**config.mk**
```make
export PLATFORM = sky130hd
export DESIGN_NAME = tacho_thermo_seven_segment
export DESIGN_NICKNAME = d
export VERILOG_FILES = /design/src/design/ttss_pkg.sv /design/src/design/ttss_cmp_sub.sv /design/src/design/ttss_seq.sv /design/src/design/tacho_thermo_seven_segment.sv
export VERILOG_INCLUDE_DIRS = /design/src /design/src/design
export SDC_FILE = /design/constraint.sdc
export NUM_CORES = 1
export LEC_CHECK = 0
export CAP_MARGIN = 0
export CORE_MARGIN = 2
export CORE_UTILIZATION = 30
export CTS_CLUSTER_SIZE = 30
export DETAILED_ROUTE_END_ITERATION = 10
export DONT_BUFFER_PORTS = 1
export PLACE_DENSITY = 0.42
export SLEW_MARGIN = 5
export SYNTH_ARGS = -nofsm -noshare
export SYNTH_HDL_FRONTEND = slang
export SYNTH_SLANG_ARGS = --single-unit
```
**constraint.sdc**
```tcl
create_clock -name clk_i -period 7.6 [get_ports clk_i]
set_input_delay 1.14 -clock clk_i [delete_from_list [all_inputs] [get_ports clk_i]]
set_output_delay 1.14 -clock clk_i [all_outputs]
set_load 0.03 [all_outputs]
```
**src/design/tacho_thermo_seven_segment_assert.svh**
```systemverilog
// ----------------------------------------------------------------------------
// Assertion macros for the tachometer and thermometer display block.
// Clocked on clk_i and disabled while rst_ni is low.
// ----------------------------------------------------------------------------
`ifndef TACHO_THERMO_SEVEN_SEGMENT_ASSERT_SVH
`define TACHO_THERMO_SEVEN_SEGMENT_ASSERT_SVH

// The consequent must hold in the same cycle as the antecedent.
`define TTSS_ASSERT_SAME(lbl, ante, cons, msg) \
  lbl: assert property (@(posedge clk_i) disable iff (!rst_ni) (ante) |-> (cons)) \
    else $error(msg);

// The consequent must hold in the cycle after the antecedent.
`define TTSS_ASSERT_NEXT(lbl, ante, cons, msg) \
  lbl: assert property (@(posedge clk_i) disable iff (!rst_ni) (ante) |=> (cons)) \
    else $error(msg);

`endif

```
**src/design/ttss_pkg.sv**
```systemverilog
// ----------------------------------------------------------------------------
// ttss_pkg
// Shared types, constants and glyph tables of the tachometer display block.
// ----------------------------------------------------------------------------
`default_nettype none

package ttss_pkg;

  // Default number of periods averaged per speed reading.
  localparam int unsigned AvgCountDefault = 64;

  localparam int unsigned SampleW = 7;
  localparam int unsigned SumW    = 38;
  localparam int unsigned DvdW    = 32;
  localparam int unsigned AluW    = SumW + 1;
  localparam int unsigned ValW    = 16;
  localparam int unsigned CntW    = 5;
  localparam int unsigned DivSteps = DvdW;
  localparam int unsigned DigSteps = 15;
  localparam int unsigned RpmScale = 60000000;

  // Named glyph indexes: zero, the degree sign and blank.
  localparam logic [3:0] GlyphZero   = 4'd0;
  localparam logic [3:0] GlyphDegree = 4'd10;
  localparam logic [3:0] GlyphBlank  = 4'd11;

  typedef struct packed {
    logic        mode;
    logic [31:0] period_us;
    logic [15:0] temp_raw;
  } ttss_in_t;

  typedef struct packed {
    logic [6:0]  seg_thousands;
    logic [6:0]  seg_hundreds;
    logic [6:0]  seg_tens;
    logic [6:0]  seg_last;
    logic [15:0] shown_number;
    logic        value_updated;
  } ttss_out_t;

  // Sequencer status handed to the datapath.
  typedef struct packed {
    logic            idle;
    logic            div;
    logic            dig;
    logic            emit;
    logic            last;
    logic [CntW-1:0] cnt;
  } ttss_ctrl_t;

  // Active-low segments a..g at bits 6..0.
  function automatic logic [6:0] seg_glyph(logic [3:0] idx);
    logic [6:0] g;
    case (idx)
      4'd0:        g = 7'h01;
      4'd1:        g = 7'h4F;
      4'd2:        g = 7'h12;
      4'd3:        g = 7'h06;
      4'd4:        g = 7'h4C;
      4'd5:        g = 7'h24;
      4'd6:        g = 7'h20;
      4'd7:        g = 7'h0F;
      4'd8:        g = 7'h00;
      4'd9:        g = 7'h04;
      GlyphDegree: g = 7'h1C;
      default:     g = 7'h7F;
    endcase
    return g;
  endfunction

  // Scaled decimal weights for the digit split: thousands at steps 14..8,
  // hundreds at steps 7..4 and tens at steps 3..0.
  function automatic logic [ValW-1:0] dig_divisor(logic [CntW-1:0] cnt);
    logic [ValW-1:0] d;
    case (cnt)
      5'd14:   d = 16'd64000;
      5'd13:   d = 16'd32000;
      5'd12:   d = 16'd16000;
      5'd11:   d = 16'd8000;
      5'd10:   d = 16'd4000;
      5'd9:    d = 16'd2000;
      5'd8:    d = 16'd1000;
      5'd7:    d = 16'd800;
      5'd6:    d = 16'd400;
      5'd5:    d = 16'd200;
      5'd4:    d = 16'd100;
      5'd3:    d = 16'd80;
      5'd2:    d = 16'd40;
      5'd1:    d = 16'd20;
      5'd0:    d = 16'd10;
      default: d = 16'd0;
    endcase
    return d;
  endfunction

endpackage

`default_nettype wire

```
**src/design/ttss_cmp_sub.sv**
```systemverilog
// ----------------------------------------------------------------------------
// ttss_cmp_sub
// Shared compare-and-subtract unit used by the divider and the digit split.
// ----------------------------------------------------------------------------
`default_nettype none

module ttss_cmp_sub (
  input  wire logic [ttss_pkg::AluW-1:0] a_i,
  input  wire logic [ttss_pkg::AluW-1:0] b_i,
  output logic      [ttss_pkg::AluW-1:0] diff_o,
  output logic                           ge_o
);
  import ttss_pkg::*;

  logic [AluW:0] wide;

  // A borrow out of the top bit means a is below b.
  assign wide   = {1'b0, a_i} - {1'b0, b_i};
  assign diff_o = wide[AluW-1:0];
  assign ge_o   = ~wide[AluW];

endmodule

`default_nettype wire

```
**src/design/ttss_seq.sv**
```systemverilog
// ----------------------------------------------------------------------------
// ttss_seq
// Step sequencer: idle, division steps, digit steps and result hand-off.
// ----------------------------------------------------------------------------
`default_nettype none

module ttss_seq (
  input  wire logic                clk_i,
  input  wire logic                rst_ni,
  input  wire logic                start_div_i,
  input  wire logic                start_dig_i,
  input  wire logic                load_ok_i,
  output ttss_pkg::ttss_ctrl_t     ctrl_o
);
  import ttss_pkg::*;

  typedef enum logic [3:0] {
    StIdle = 4'b0001,
    StDiv  = 4'b0010,
    StDig  = 4'b0100,
    StEmit = 4'b1000
  } ttss_state_e;

  ttss_state_e     state_q, state_d;
  logic [CntW-1:0] cnt_q, cnt_d;

  always_comb begin
    state_d = state_q;
    cnt_d   = cnt_q;
    unique case (state_q)
      StIdle: begin
        if (start_div_i) begin
          state_d = StDiv;
          cnt_d   = CntW'(DivSteps - 1);
        end else if (start_dig_i) begin
          state_d = StDig;
          cnt_d   = CntW'(DigSteps - 1);
        end
      end
      StDiv: begin
        if (cnt_q == '0) begin
          state_d = StDig;
          cnt_d   = CntW'(DigSteps - 1);
        end else begin
          cnt_d = cnt_q - 1'b1;
        end
      end
      StDig: begin
        if (cnt_q == '0) begin
          state_d = StEmit;
        end else begin
          cnt_d = cnt_q - 1'b1;
        end
      end
      StEmit: begin
        if (load_ok_i) begin
          state_d = StIdle;
        end
      end
      default: begin
        state_d = StIdle;
      end
    endcase
  end

  always_ff @(posedge clk_i or negedge rst_ni) begin
    if (!rst_ni) begin
      state_q <= StIdle;
      cnt_q   <= '0;
    end else begin
      state_q <= state_d;
      cnt_q   <= cnt_d;
    end
  end

  assign ctrl_o.idle = (state_q == StIdle);
  assign ctrl_o.div  = (state_q == StDiv);
  assign ctrl_o.dig  = (state_q == StDig);
  assign ctrl_o.emit = (state_q == StEmit);
  assign ctrl_o.last = (cnt_q == '0);
  assign ctrl_o.cnt  = cnt_q;

endmodule

`default_nettype wire

```
**src/design/tacho_thermo_seven_segment.sv**
```systemverilog
// ----------------------------------------------------------------------------
// tacho_thermo_seven_segment
// Period-averaging tachometer and thermometer with a four-digit display.
// ----------------------------------------------------------------------------
// A temperature word or a period that does not close a block goes through
// the 15 digit steps and hand-off; a period that closes a block goes through
// 32 restoring division steps plus 15 digit steps plus hand-off.
// Throughput: one transaction at a time; the input stalls until the result
// sits in the output register. The shared compare-subtract unit sets the pace.
// Reset clears the period sum and shown value and reloads the sample counter.
`default_nettype none

`include "tacho_thermo_seven_segment_assert.svh"

module tacho_thermo_seven_segment #(
  parameter int unsigned AVG_COUNT = ttss_pkg::AvgCountDefault
) (
  input  wire logic                clk_i,
  input  wire logic                rst_ni,
  input  wire logic                in_valid_i,
  output logic                     in_stall_o,
  input  wire ttss_pkg::ttss_in_t  in_data_i,
  output logic                     out_valid_o,
  input  wire logic                out_stall_i,
  output ttss_pkg::ttss_out_t      out_data_o
);
  import ttss_pkg::*;

  // Dividend of the speed formula; it stays below 2^32 only for block sizes up to 71.
  localparam logic [63:0] RpmNumWide = 64'(RpmScale) * 64'(AVG_COUNT);
  localparam logic [DvdW-1:0] RpmNum = RpmNumWide[DvdW-1:0];

  ttss_ctrl_t ctrl;

  // Control state, initialised by reset.
  logic [SumW-1:0]    sum_q;
  logic [SampleW-1:0] samples_q;
  logic [ValW-1:0]    shown_q;
  logic               out_valid_q;

  // Working registers of the divider and the digit split.
  logic [SumW-1:0] rem_q;
  logic [DvdW-1:0] dvd_q;
  logic [DvdW-1:0] quo_q;
  logic [ValW-1:0] work_q;
  logic [6:0]      thous_q;
  logic [3:0]      hund_q;
  logic [3:0]      tens_q;
  logic            mode_q;
  logic            upd_q;
  ttss_out_t       out_q;

  logic               acc;
  logic               load_ok;
  logic [SumW-1:0]    sum_new;
  logic [SampleW-1:0] samples_dec;
  logic               block_done;
  logic               start_div;
  logic               start_dig;
  logic [18:0]        temp_x5;
  logic [ValW-1:0]    temp_val;
  logic [AluW-1:0]    alu_a;
  logic [AluW-1:0]    alu_b;
  logic [AluW-1:0]    alu_diff;
  logic               alu_ge;
  logic [DvdW-1:0]    quo_full;
  logic [ValW-1:0]    rpm_sat;
  logic [3:0]         thous_idx;

  // A transaction is taken only while the sequencer is idle.
  assign acc        = in_valid_i && ctrl.idle;
  assign in_stall_o = !ctrl.idle;

  // The output register takes a new result when empty or being drained.
  assign load_ok = !out_valid_q || !out_stall_i;

  // Period accumulation happens in the accept cycle.
  assign sum_new     = sum_q + SumW'(in_data_i.period_us);
  assign samples_dec = samples_q - 1'b1;
  assign block_done  = (samples_dec == '0);
  assign start_div   = acc && !in_data_i.mode && block_done;
  assign start_dig   = acc && !start_div;

  // Temperature in tenths: raw * 5 / 8, truncated, since raw counts sixteenths.
  assign temp_x5  = {3'b000, in_data_i.temp_raw} + {1'b0, in_data_i.temp_raw, 2'b00};
  assign temp_val = temp_x5[18:3];

  // The divider shifts one dividend bit into the partial remainder per step;
  // the digit split compares the working value against a scaled weight.
  always_comb begin
    if (ctrl.div) begin
      alu_a = {rem_q, dvd_q[DvdW-1]};
      alu_b = {1'b0, sum_q};
    end else begin
      alu_a = AluW'(work_q);
      alu_b = AluW'(dig_divisor(ctrl.cnt));
    end
  end

  ttss_cmp_sub u_cmp_sub (
    .a_i    (alu_a),
    .b_i    (alu_b),
    .diff_o (alu_diff),
    .ge_o   (alu_ge)
  );

  ttss_seq u_seq (
    .clk_i       (clk_i),
    .rst_ni      (rst_ni),
    .start_div_i (start_div),
    .start_dig_i (start_dig),
    .load_ok_i   (load_ok),
    .ctrl_o      (ctrl)
  );

  // A zero sum makes every step succeed, so the quotient is all ones and
  // saturates to the full-scale value with no special handling.
  assign quo_full = {quo_q[DvdW-2:0], alu_ge};
  assign rpm_sat  = (quo_full[DvdW-1:ValW] != '0) ? '1 : quo_full[ValW-1:0];

  always_ff @(posedge clk_i or negedge rst_ni) begin
    if (!rst_ni) begin
      sum_q       <= '0;
      samples_q   <= SampleW'(AVG_COUNT);
      shown_q     <= '0;
      out_valid_q <= 1'b0;
    end else begin
      if (acc && !in_data_i.mode) begin
        sum_q     <= sum_new;
        samples_q <= block_done ? SampleW'(AVG_COUNT) : samples_dec;
      end else if (ctrl.div && ctrl.last) begin
        sum_q <= '0;
      end
      if (acc && in_data_i.mode) begin
        shown_q <= temp_val;
      end else if (ctrl.div && ctrl.last) begin
        shown_q <= rpm_sat;
      end
      if (ctrl.emit && load_ok) begin
        out_valid_q <= 1'b1;
      end else if (!out_stall_i) begin
        out_valid_q <= 1'b0;
      end
    end
  end

  // The thousands place shows digits one to nine, the degree glyph for ten,
  // and stays blank for zero or anything above ten.
  assign thous_idx = ((thous_q == '0) || (thous_q > 7'(GlyphDegree))) ? GlyphBlank
                                                                      : thous_q[3:0];

  always_ff @(posedge clk_i) begin
    if (acc) begin
      mode_q  <= in_data_i.mode;
      rem_q   <= '0;
      dvd_q   <= RpmNum;
      thous_q <= '0;
      hund_q  <= '0;
      tens_q  <= '0;
      upd_q   <= in_data_i.mode || block_done;
      work_q  <= in_data_i.mode ? temp_val : shown_q;
    end else if (ctrl.div) begin
      rem_q <= alu_ge ? alu_diff[SumW-1:0] : alu_a[SumW-1:0];
      dvd_q <= {dvd_q[DvdW-2:0], 1'b0};
      quo_q <= quo_full;
      if (ctrl.last) begin
        work_q <= rpm_sat;
      end
    end else if (ctrl.dig) begin
      if (alu_ge) begin
        work_q <= alu_diff[ValW-1:0];
      end
      if (ctrl.cnt >= CntW'(8)) begin
        thous_q <= {thous_q[5:0], alu_ge};
      end else if (ctrl.cnt >= CntW'(4)) begin
        hund_q <= {hund_q[2:0], alu_ge};
      end else begin
        tens_q <= {tens_q[2:0], alu_ge};
      end
    end
    if (ctrl.emit && load_ok) begin
      out_q.seg_thousands <= seg_glyph(thous_idx);
      out_q.seg_hundreds  <= seg_glyph(hund_q);
      out_q.seg_tens      <= seg_glyph(tens_q);
      out_q.seg_last      <= seg_glyph(mode_q ? GlyphDegree : GlyphZero);
      out_q.shown_number  <= shown_q;
      out_q.value_updated <= upd_q;
    end
  end

  assign out_valid_o = out_valid_q;
  assign out_data_o  = out_q;

  // While dividing, the sample counter has already been reloaded.
  `TTSS_ASSERT_SAME(a_div_reloaded, ctrl.div, samples_q == SampleW'(AVG_COUNT), "counter not reloaded during division")
  // Once the thousands steps are over, the remainder is below one thousand.
  `TTSS_ASSERT_SAME(a_rem_below_k, ctrl.dig && (ctrl.cnt < CntW'(8)), work_q < 16'd1000, "digit remainder out of range")
  // A temperature transaction goes straight to the digit split.
  `TTSS_ASSERT_NEXT(a_temp_to_dig, acc && in_data_i.mode, ctrl.dig, "temperature transaction did not start digit split")

endmodule

`default_nettype wire

```
==> impl_results.md, run 1 <==
- Outcome: finished clean
- Worst setup SP type: flip-flop
- Final hold violations: 0
- Most frequent cells in the layout: nand2_1, o21ai_0, a21oi_1
- Die footprint: 51,100 um2
- Pleak: 0.00670 uW
- IO Count: 100
- Comb pwr share: 52.6%
- Fill cells: 5,204
- Largest fanout on the critical path: 60
- Synth Area per Inst: 8.74 um2
- Finish-stage setup viols: 0
- Largest family of logic cells by synthesized area: compound AO/OA/AOI/OAI gates
- Seq cells post-synth: 231
- Hold Crit Class: primary input to asynchronous set/reset pin
- Maximum vdd drop: 0.183 mV
- Pint: 3810 uW
- Initial antenna violation count: 0
- Buffers on Ports: 0
- Overall global routing resource usage: 16.5%
- Synth-to-layout area growth: 10.0%
- Area contributors post-synth: edfxtp_1, dfrtp_1, dfxtp_1
- CP arrival: 5.75 ns
- Net Sw Power: 2980 uW
- RSZ-0062 raised after global routing: no
- Final Hold Slack: 0.264 ns
- Adder-cell share of the synthesized area: 9.54%
- Reg-to-Reg End: work_q[14]
- Site row count: 81
- YS warnings: 0
- Die Height: 226 um
- Worst r2r src: u_seq.state_q[3]
- Slew @ Worst Pin: 1.17 ns
- Fmax: 182 MHz
- Sequential power share: 27.8%
- EDFF count, synth: 89
- Per-cell routed wire length: 17.8 um
- Switching share of power: 43.9%
- Delay of the slowest critical-path stage: 0.73 ns
- Drt first pass iters: 5
- Clock share of power: 19.6%
- Crit-path slowest cell: o21ai_4
- Number of global-route vias before repair: 12,055
- H-Tree Depth: 1
- Clock root buffer master: clkbuf_16
- Critical path required time: 7.85 ns
- CTS tree: done
- First-pass GRT wire length: 67,000 um
- Fraction of layout cells with a size suffix above 1: 5.20%
- Core ar.: 48,800 um2
- # diodes: 0
- Hold_buf cts: 0
- Die width: 226 um
- Core Util, Final: 33.3%
- PostCTS Resize Cnt: 0
- Synth Area in Compound Gates: 20.5%
- Cells after synthesis: 1,692
- Register area share after synthesis: 39.7%
- Synth Area in Simple Gates: 18.6%
- CTS Sinks: 231
- Post-synthesis mux area share: 3.05%
- Worst reg2reg path depth: 16
- Fin crit period: 5.50 ns
- Final cell count without fillers: 2,338
- DP Wirelength: 30,000 um
- Worst setup margin: 2.10 ns
- Total grt overflow: 0
- WP buf/inv: 4
- Num CTS Buffers: 30
- Post-CTS setup buffers: 0
- Netlist cell types: 87
- Max Slew Vio Count: 0
- PD cells: 417 nW/um2
- NumNets Final: 1,814
- DP Worst Slack: 2.02 ns
- CP endpoint kind: flip-flop
- DR iter-0 viols: 617
- CP Class: flip-flop to flip-flop
- Initial Util: 30.3%
- FF-to-FF setup slack: 2.10 ns
- Max-Cap Viols: 0
- Routability Congestion: 0.827
- CTS Buffer Depth: 3
- Commonest non-fill, non-tap cell in the layout: nand2_1
- Slew headroom: 20.9%
- Critical Path, Cell by Cell: nor2_1, nand3b_1, inv_4, buf_4, nor2_1, a32oi_1, ha_1, nand4_1, a21oi_2, o2111ai_2, a2111oi_2, a211oi_2, o21ai_4, inv_2, o211ai_1, buf_4
- Netlist Area Pre-Place: 14,800 um2
- XOR/XNOR Fraction of Synth Area: 4.56%
- Clock transition at path regs: 0.06 ns
- Crit share post-route: 72.4%
- Final ANT Viol Nets: 0
- Worst path top cell family by delay: compound AO/OA/AOI/OAI gates
- Share of the synthesized area in the top cell type: 18.1%
- Final WL: 41,700 um
- Ys flop type: edfxtp_1
- Post-synth ARST share: 30.7%
- Placed Instances: 2,282
- Skew-Pair Late Insertion Delay: 0.58 ns
- Setup TNS: 0 ns
- Vias post-DR: 12,085
- Largest area contributor in the netlist: edfxtp_1
- Clock skew: 0.0180 ns
- Largest net degree at the start of global routing: 77
- Drt drc: 0
- Vias per cell: 5.17
-- layout make-up --
| class | instances | area (um2) | area share [%] |
|---|---|---|---|
| timing repair buffer | 13 | 97.6 | 0.600 |
| multi-input combinational | 1324 | 8350 | 51.3 |
| inverter | 50 | 190 | 1.17 |
| clock inverter | 9 | 92.6 | 0.569 |
| tap | 664 | 831 | 5.11 |
| clock buffer | 47 | 835 | 5.13 |
| sequential | 231 | 5870 | 36.1 |
-- worst max-delay path by stage --
stage / startpoint / endpoint / slack [ns] / cells past startpoint
final: u_seq.state_q[3] / work_q[14] / 2.10 / 16
after global routing: u_seq.state_q[3] / work_q[14] / 1.55 / 16
after CTS: u_seq.state_q[3] / work_q[14] / 2.00 / 15
after detailed placement: u_seq.state_q[3] / work_q[11] / 2.02 / 15
after global placement: u_seq.state_q[3] / work_q[14] / 2.14 / 15
after floorplan: u_seq.state_q[3] / work_q[0] / 2.03 / 18
-- synthesized netlist by cell type, types with 18 or more instances --
| cell | n |
|---|---|
| dfxtp_1 | 71 |
| a21o_1 | 39 |
| nand2_1 | 265 |
| nand4_1 | 23 |
| and2_1 | 27 |
| xnor2_1 | 41 |
| o21ai_0 | 181 |
| nor2_1 | 98 |
| inv_1 | 49 |
| nor3_1 | 21 |
| dfrtp_1 | 69 |
| edfxtp_1 | 89 |
| mux2i_1 | 44 |
| clkbuf_1 | 58 |
| a21oi_1 | 121 |
| xor2_1 | 36 |
| ha_1 | 108 |
| o211ai_1 | 18 |
| nand3_1 | 69 |
-- stage by stage --
stage / total power (uW) / cell area, um2
final: 6790 / 16300
after global routing: 7390 / 16300
after CTS: 6910 / 16300
after detailed placement: 5520 / 15300
after global placement: 5510 / 15300
after floorplan: 4590 / 14800
-- sequential cells by signal (all words and copies together) (netlist names), 4 cells and up --
signal         cells
dvd_q             18
hund_q             4
tens_q             4
rem_q             38
work_q            16
quo_q             31
out_data_o        40
thous_q            7
samples_q          7
u_seq.state_q      4
sum_q             38
u_seq.cnt_q        5
shown_q           16
-- metal layers --
metal  global-route usage, %  share of wire [%]
met5                       0                  0
met4                    3.95                2.2
met3                    2.22                3.3
met2                    27.4                 46
met1                    22.6                 49
-- worst register-to-register path, cell delays in order (launching register included) --
cell	delay (ns)
dfrtp_1	0.41
nor2_1	0.12
nand3b_1	0.14
inv_4	0.43
buf_4	0.56
nor2_1	0.24
a32oi_1	0.23
ha_1	0.24
nand4_1	0.14
a21oi_2	0.20
o2111ai_2	0.26
a2111oi_2	0.39
a211oi_2	0.12
o21ai_4	0.73
inv_2	0.38
o211ai_1	0.28
buf_4	0.29
-- power groups by stage --
stage          Combinational, uW  Clock, uW  Sequential (uW)
2_1_floorplan               2830          0             1770
3_3_place_gp                3600          0             1910
3_5_place_dp                3610          0             1910
4_1_cts                     3620       1390             1890
5_1_grt                     4020       1440             1930
6_report                    3570       1330             1890
-- cell families after synthesis --
| logic type | after synthesis |
|---|---|
| AO/OA/AOI/OAI | 492 |
| XOR/XNOR | 77 |
| adder cells (fa/ha/maj) | 111 |
| buffers and inverters | 139 |
| flip-flops | 231 |
| multiplexers | 45 |
| other | 1 |
| AND/OR/NAND/NOR | 596 |
(Power assumes the default switching activity.)
==> run 2: changes to the inputs <==
ABC_AREA = 1   (was not set)
PLACE_DENSITY = 0.43   (was 0.42)
clock period = 4.9 ns   (was 7.6 ns; I/O delays follow)
==> run 2 against run 1 <==
Net effect:
- sequential share of layout area is 3.7 points lower
- first-iteration DRC count is 67% higher
- critical endpoint is now work_q[0]
- wire length is 29% higher
- largest power group unchanged
- register-to-register slack worse by 1.2 ns
- worst setup slack worse by 1.2 ns
- clock-buffer cell count shrank 4
- synthesized area up 11%
- utilization grew 0.25 points
- sequential power increased by 56%
==> impl_results.md, run 2 <==
- Outcome: finished clean
- Synth Area in Compound Gates: 14.6%
- Synth-to-layout area growth: 10.3%
- Largest fanout on the critical path: 55
- Share of the synthesized area in the top cell type: 16.3%
- Critical path required time: 5.24 ns
- Site row count: 85
- Area contributors post-synth: edfxtp_1, nand2_1, dfrtp_1
- Clock root buffer master: clkbuf_16
- IO Count: 100
- EDFF count, synth: 89
- Total grt overflow: 0
- Setup TNS: 0 ns
- Finish-stage setup viols: 0
- Core Util, Final: 33.6%
- Skew-Pair Late Insertion Delay: 0.59 ns
- Post-synthesis mux area share: 0.792%
- First-pass GRT wire length: 82,800 um
- Final ANT Viol Nets: 0
- CTS Buffer Depth: 3
- H-Tree Depth: 1
- Max FFs per register: 40
- Hold Crit Class: primary input to asynchronous set/reset pin
- CP arrival: 4.34 ns
- Fin crit period: 4.00 ns
- NumNets Final: 2,503
- Final hold violations: 0
- Synth Area per Inst: 7.00 um2
- Drt drc: 0
- Maximum vdd drop: 0.295 mV
- Core ar.: 54,000 um2
- DR iter-0 viols: 1,031
- DP Wirelength: 42,300 um
- Cells after synthesis: 2,349
- Placed Instances: 3,002
- RSZ-0062 raised after global routing: no
- Final WL: 53,600 um
- Register area share after synthesis: 35.7%
- Ys flop type: edfxtp_1
- PostCTS Resize Cnt: 0
- Initial antenna violation count: 1
- CP Class: flip-flop to flip-flop
- XOR/XNOR Fraction of Synth Area: 2.03%
- Final cell count without fillers: 3,059
- Number of global-route vias before repair: 14,526
- Post-synth top cells: nand2_1, inv_1, nor2_1
- Synth Area in Simple Gates: 28.7%
- YS warnings: 0
- Worst setup SP type: flip-flop
- Netlist cell types: 59
- CTS tree: done
- Fill cells: 5,890
- Most frequent cells in the layout: nand2_1, inv_1, nor2_1
- CP endpoint kind: flip-flop
- Slew headroom: 46.7%
- Per-cell routed wire length: 17.5 um
- Crit share post-route: 81.7%
- Routability Congestion: 0.903
- Seq cells post-synth: 231
- Overall global routing resource usage: 18.7%
- Largest family of logic cells by synthesized area: simple AND/OR/NAND/NOR gates
- Clock transition at path regs: 0.07 ns
- Die Height: 238 um
- # diodes: 0
- Pleak: 0.00869 uW
- Vias per cell: 4.90
- FF/Latch Area: 5870 um2
- Area of the multi-input gates: 9030 um2
- Initial Util: 30.4%
- Vias post-DR: 14,997
- Drt first pass iters: 5
- Largest area contributor in the netlist: edfxtp_1
- Adder-cell share of the synthesized area: 8.59%
- Buffers on Ports: 0
- Netlist Area Pre-Place: 16,400 um2
- CTS Sinks: 231
- Most frequent cell after synthesis: nand2_1
- PD cells: 652 nW/um2
- Commonest non-fill, non-tap cell in the layout: nand2_1
- Num CTS Buffers: 30
- Slew @ Worst Pin: 0.801 ns
- Die width: 238 um
- Fraction of layout cells with a size suffix above 1: 5.63%
- Max Slew Vio Count: 0
- Largest net degree at the start of global routing: 72
- Max-Cap Viols: 0
- Fmax: 250 MHz
- Die footprint: 56,700 um2
- Clock skew: 0.0272 ns
- Post-synth ARST share: 30.7%
==> run 2: changes by cell type in the layout (fill, tap and decap cells not counted), sizes merged, moves of 31 or more <==
cell	change
nand2	+419
inv	+279
nor2	+141
nand3	+69
a21o	-31
a21oi	+31
mux2i	-31
==> run 2: through the flow <==
step / total power, uW / hold WS [ns] / setup slack (ns) / cell area (um2)
3_3_place_gp: 9760 / 0.426 / 0.900 / 17200
4_1_cts: 11900 / 0.0395 / 0.837 / 18100
2_1_floorplan: 7660 / 0.400 / 0.163 / 16400
3_5_place_dp: 9750 / 0.430 / 0.887 / 17200
6_report: 11800 / 0.0661 / 0.896 / 18100
5_1_grt: 12800 / 0.0629 / 0.587 / 18100
==> run 2: worst max-delay path, cell delays in order, from the launching register on <==
cell and delay, ns:
dfstp_2 0.57, nor2_1 0.09, nand2_4 0.25, buf_12 0.33, mux2i_1 0.25, inv_1 0.09, ha_1 0.36, nand2_1 0.15
inv_1 0.07, a21oi_1 0.17, nand2_2 0.12, nand2_1 0.15, nand3_2 0.15, nand2_4 0.22, nand2_2 0.22, buf_12 0.24
o21ai_1 0.13, nand3_1 0.08
==> run 2: layer usage <==
| layer | track usage (%) | routed length, um | share of wire [%] | vias to the layer above |
|---|---|---|---|---|
| met5 | 0 | 0 | 0 | - |
| li1 | - | - | - | 7674 |
| met2 | 30.4 | 23900 | 44 | 298 |
| met3 | 3.01 | 2560 | 4.8 | 59 |
| met1 | 26.1 | 26100 | 49 | 6966 |
| met4 | 4.15 | 1090 | 2.0 | 0 |
==> run 2: what timing repair did <==
item / CTS / global route
hold endpoints to repair: 71 / 0
hold buffers: 1 / 0
buffers inserted: 0 / 0
==> run 2: final cells by class <==
class / count / share of cell area, %
timing repair buffer: 19 / 1.04
tap: 696 / 4.80
sequential: 231 / 32.4
inverter: 327 / 6.80
multi-input combinational: 1730 / 49.8
clock buffer: 43 / 4.52
clock inverter: 13 / 0.656
==> run 2: final timing paths <==
kind	start	end	slack, ns	depth (start not counted)
worst min-delay path	rst_ni	shown_q[1]	0.07	1
worst min register to register	quo_q[9]	quo_q[10]	0.45	0
worst max-delay path	u_seq.state_q[0]	work_q[0]	0.90	17
worst max register to register	u_seq.state_q[0]	work_q[0]	0.90	17
min in group clk_i	in_data_i[48]	mode_q	0.24	0
max in group asynchronous	rst_ni	samples_q[6]	4.51	1
==> run 2: report_power, final <==
group          leakage [uW]  internal (uW)  total [uW]  switching (uW)
clock network      0.000439           1180        2120             945
logic               0.00602           2090        6750            4660
registers           0.00223           2530        2950             423
==> run 2: logic make-up after synthesis <==
kind of cell	after synthesis
xor+xnor	38
simple gates	1135
mux	13
buf+inv	390
fa+ha+maj	111
flops	231
compound gates	430
other cells	1
==> run 3: changes to the inputs <==
ABC_AREA = 0   (was 1)
PLACE_DENSITY = 0.42   (was 0.43)
clock period = 4 ns   (was 4.9 ns; I/O delays follow)
==> run 3 against run 2 <==
Net effect:
- die area is 9.8% lower
- total power is 20% higher
- register-to-register slack worse by 0.74 ns
- critical path depth is 1 higher
- highest routed layer unchanged
- sequential share of layout area is 1.1 points higher
- via count is 17% lower
- design area is 3.2% lower
- largest power group unchanged
- fmax is 4.2% higher
- sequential power is 20% higher
- critical endpoint is now work_q[14]
- worst hold slack better by 0.052 ns
- non-clock buffer count is 111 higher
==> impl_results.md, run 3 (same netlist as run 1, synthesis figures left out) <==
- Max FFs per register: 40
- Overall global routing resource usage: 16.9%
- NumNets Final: 1,930
- Core ar.: 48,800 um2
- Slew headroom: 37.9%
- Fin crit period: 3.84 ns
- PD cells: 805 nW/um2
- Die footprint: 51,100 um2
- Critical Path Most Common Cell: buf_4
- DR iter-0 viols: 721
- Drt first pass iters: 5
- H-Tree Depth: 1
- Num CTS Buffers: 28
- Placed Instances: 2,386
- Site row count: 81
- Skew-Pair Late Insertion Delay: 0.58 ns
- Routability Congestion: 0.860
- Critical Path, Cell by Cell: nand3b_1, buf_6, inv_8, buf_4, a2111oi_4, a21oi_2, ha_4, nand3b_1, a21oi_2, o2111ai_4, a2111oi_4, buf_4, a211oi_4, o21ai_4, inv_2, o211ai_1, buf_4, clkbuf_16
- Number of global-route vias before repair: 12,266
- Final cell count without fillers: 2,452
- Core Util, Final: 35.9%
- RSZ-0062 raised after global routing: yes
- Finish-stage setup viols: 0
- First-pass GRT wire length: 68,900 um
- Die Height: 226 um
- Delay of the slowest critical-path stage: 0.52 ns
- CP arrival: 4.14 ns
- WP buf/inv: 7
- IO Count: 100
- Final hold violations: 0
- Final ANT Viol Nets: 0
- Maximum vdd drop: 0.400 mV
- Max Slew Vio Count: 0
- Clock transition at path regs: 0.06 ns
- Total grt overflow: 0
- Clock skew: 0.0304 ns
- Drt drc: 0
- CP endpoint kind: flip-flop
- Fmax: 260 MHz
- Vias post-DR: 12,470
- Outcome: finished clean
- Worst path top cell family by delay: compound AO/OA/AOI/OAI gates
- Worst setup SP type: flip-flop
- Most frequent cells in the layout: nand2_1, o21ai_0, buf_4
- Buffers on Ports: 0
- Largest net degree at the start of global routing: 72
- Crit-path slowest cell: dfstp_2
- Per-cell routed wire length: 17.6 um
- CTS Sinks: 231
- Pleak: 0.00735 uW
- Slew @ Worst Pin: 0.929 ns
- Die width: 226 um
- CTS Buffer Depth: 3
- # diodes: 0
- Initial Util: 30.3%
- Critical path required time: 4.29 ns
- Crit share post-route: 96.1%
- Initial antenna violation count: 0
- Fraction of layout cells with a size suffix above 1: 13.7%
- Synth-to-layout area growth: 18.7%
- Commonest non-fill, non-tap cell in the layout: nand2_1
- DP Wirelength: 31,700 um
- Final WL: 43,100 um
- Clock root buffer master: clkbuf_16
- Largest fanout on the critical path: 8
- Vias per cell: 5.09
- Hold Crit Class: primary input to flip-flop
- Max-Cap Viols: 0
- CP Class: flip-flop to flip-flop
- CTS tree: done
run 3: layer usage:
metal  vias up  track usage, %  wire length [um]
li1       6267               -                 -
met1      5974            23.7             21400
met2       196            27.8             19700
met3        33            2.06              1480
met4         0            3.46               570
met5         -               0                 0
run 3: final cells by class:
cell class	count	area (um2)
clock inverter	12	114
timing repair inverter	1	6.26
inverter	50	195
fill	5108	31300
clock buffer	40	786
sequential	231	5870
tap	664	831
multi-input combinational	1324	8640
timing repair buffer	130	1110
run 3: report_power, final:
| part | total (uW) | switching, uW | internal, uW |
|---|---|---|---|
| clock network | 2500 | 1070 | 1440 |
| logic | 8090 | 4550 | 3540 |
| registers | 3540 | 467 | 3080 |
| total | 14100 | 6080 | 8050 |
run 3: worst paths after layout:
path / slack [ns] / from / cells past startpoint / to
max: 0.16 / u_seq.state_q[0] / 18 / work_q[14]
min: 0.12 / in_data_i[48] / 0 / mode_q
max reg2reg: 0.16 / u_seq.state_q[0] / 18 / work_q[14]
min reg2reg: 0.43 / dvd_q[20] / 2 / dvd_q[21]
max in group asynchronous: 3.04 / rst_ni / 2 / sum_q[12]
min in group asynchronous: 0.62 / rst_ni / 2 / u_seq.cnt_q[2]
run 3: worst reg2reg max path, stage by stage (launching register included):
cell and delay, ns:
dfstp_2 0.52, nand3b_1 0.12, buf_6 0.15, inv_8 0.07
buf_4 0.15, a2111oi_4 0.20, a21oi_2 0.09, ha_4 0.30
nand3b_1 0.13, a21oi_2 0.23, o2111ai_4 0.22, a2111oi_4 0.41
buf_4 0.18, a211oi_4 0.04, o21ai_4 0.18, inv_2 0.08
o211ai_1 0.16, buf_4 0.18, clkbuf_16 0.17
run 3: stage by stage:
stage / setup WS (ns) / power (uW) / hold WS (ns) / area, um2 / TNS [ns]
4_1_cts: 0.00339 / 14000 / 0.0839 / 17200 / 0
2_1_floorplan: -0.321 / 8810 / 0.304 / 15000 / -5.14
5_1_grt: -0.0315 / 15300 / 0.0910 / 17600 / -0.0315
3_5_place_dp: -0.116 / 11300 / 0.312 / 16300 / -2.23
6_report: 0.157 / 14100 / 0.118 / 17600 / 0
3_3_place_gp: -0.130 / 11400 / 0.312 / 16300 / -2.66
run 3: timing repair:
action | in CTS | in global routing
buffers inserted | 0 | 9
endpoints found under the setup margin | 47 | 62
hold endpoints to repair | 71 | 0
cloned | 0 | 3
gates resized for setup | 6 | 47
hold buffers | 2 | 0
pin swaps | 2 | 16
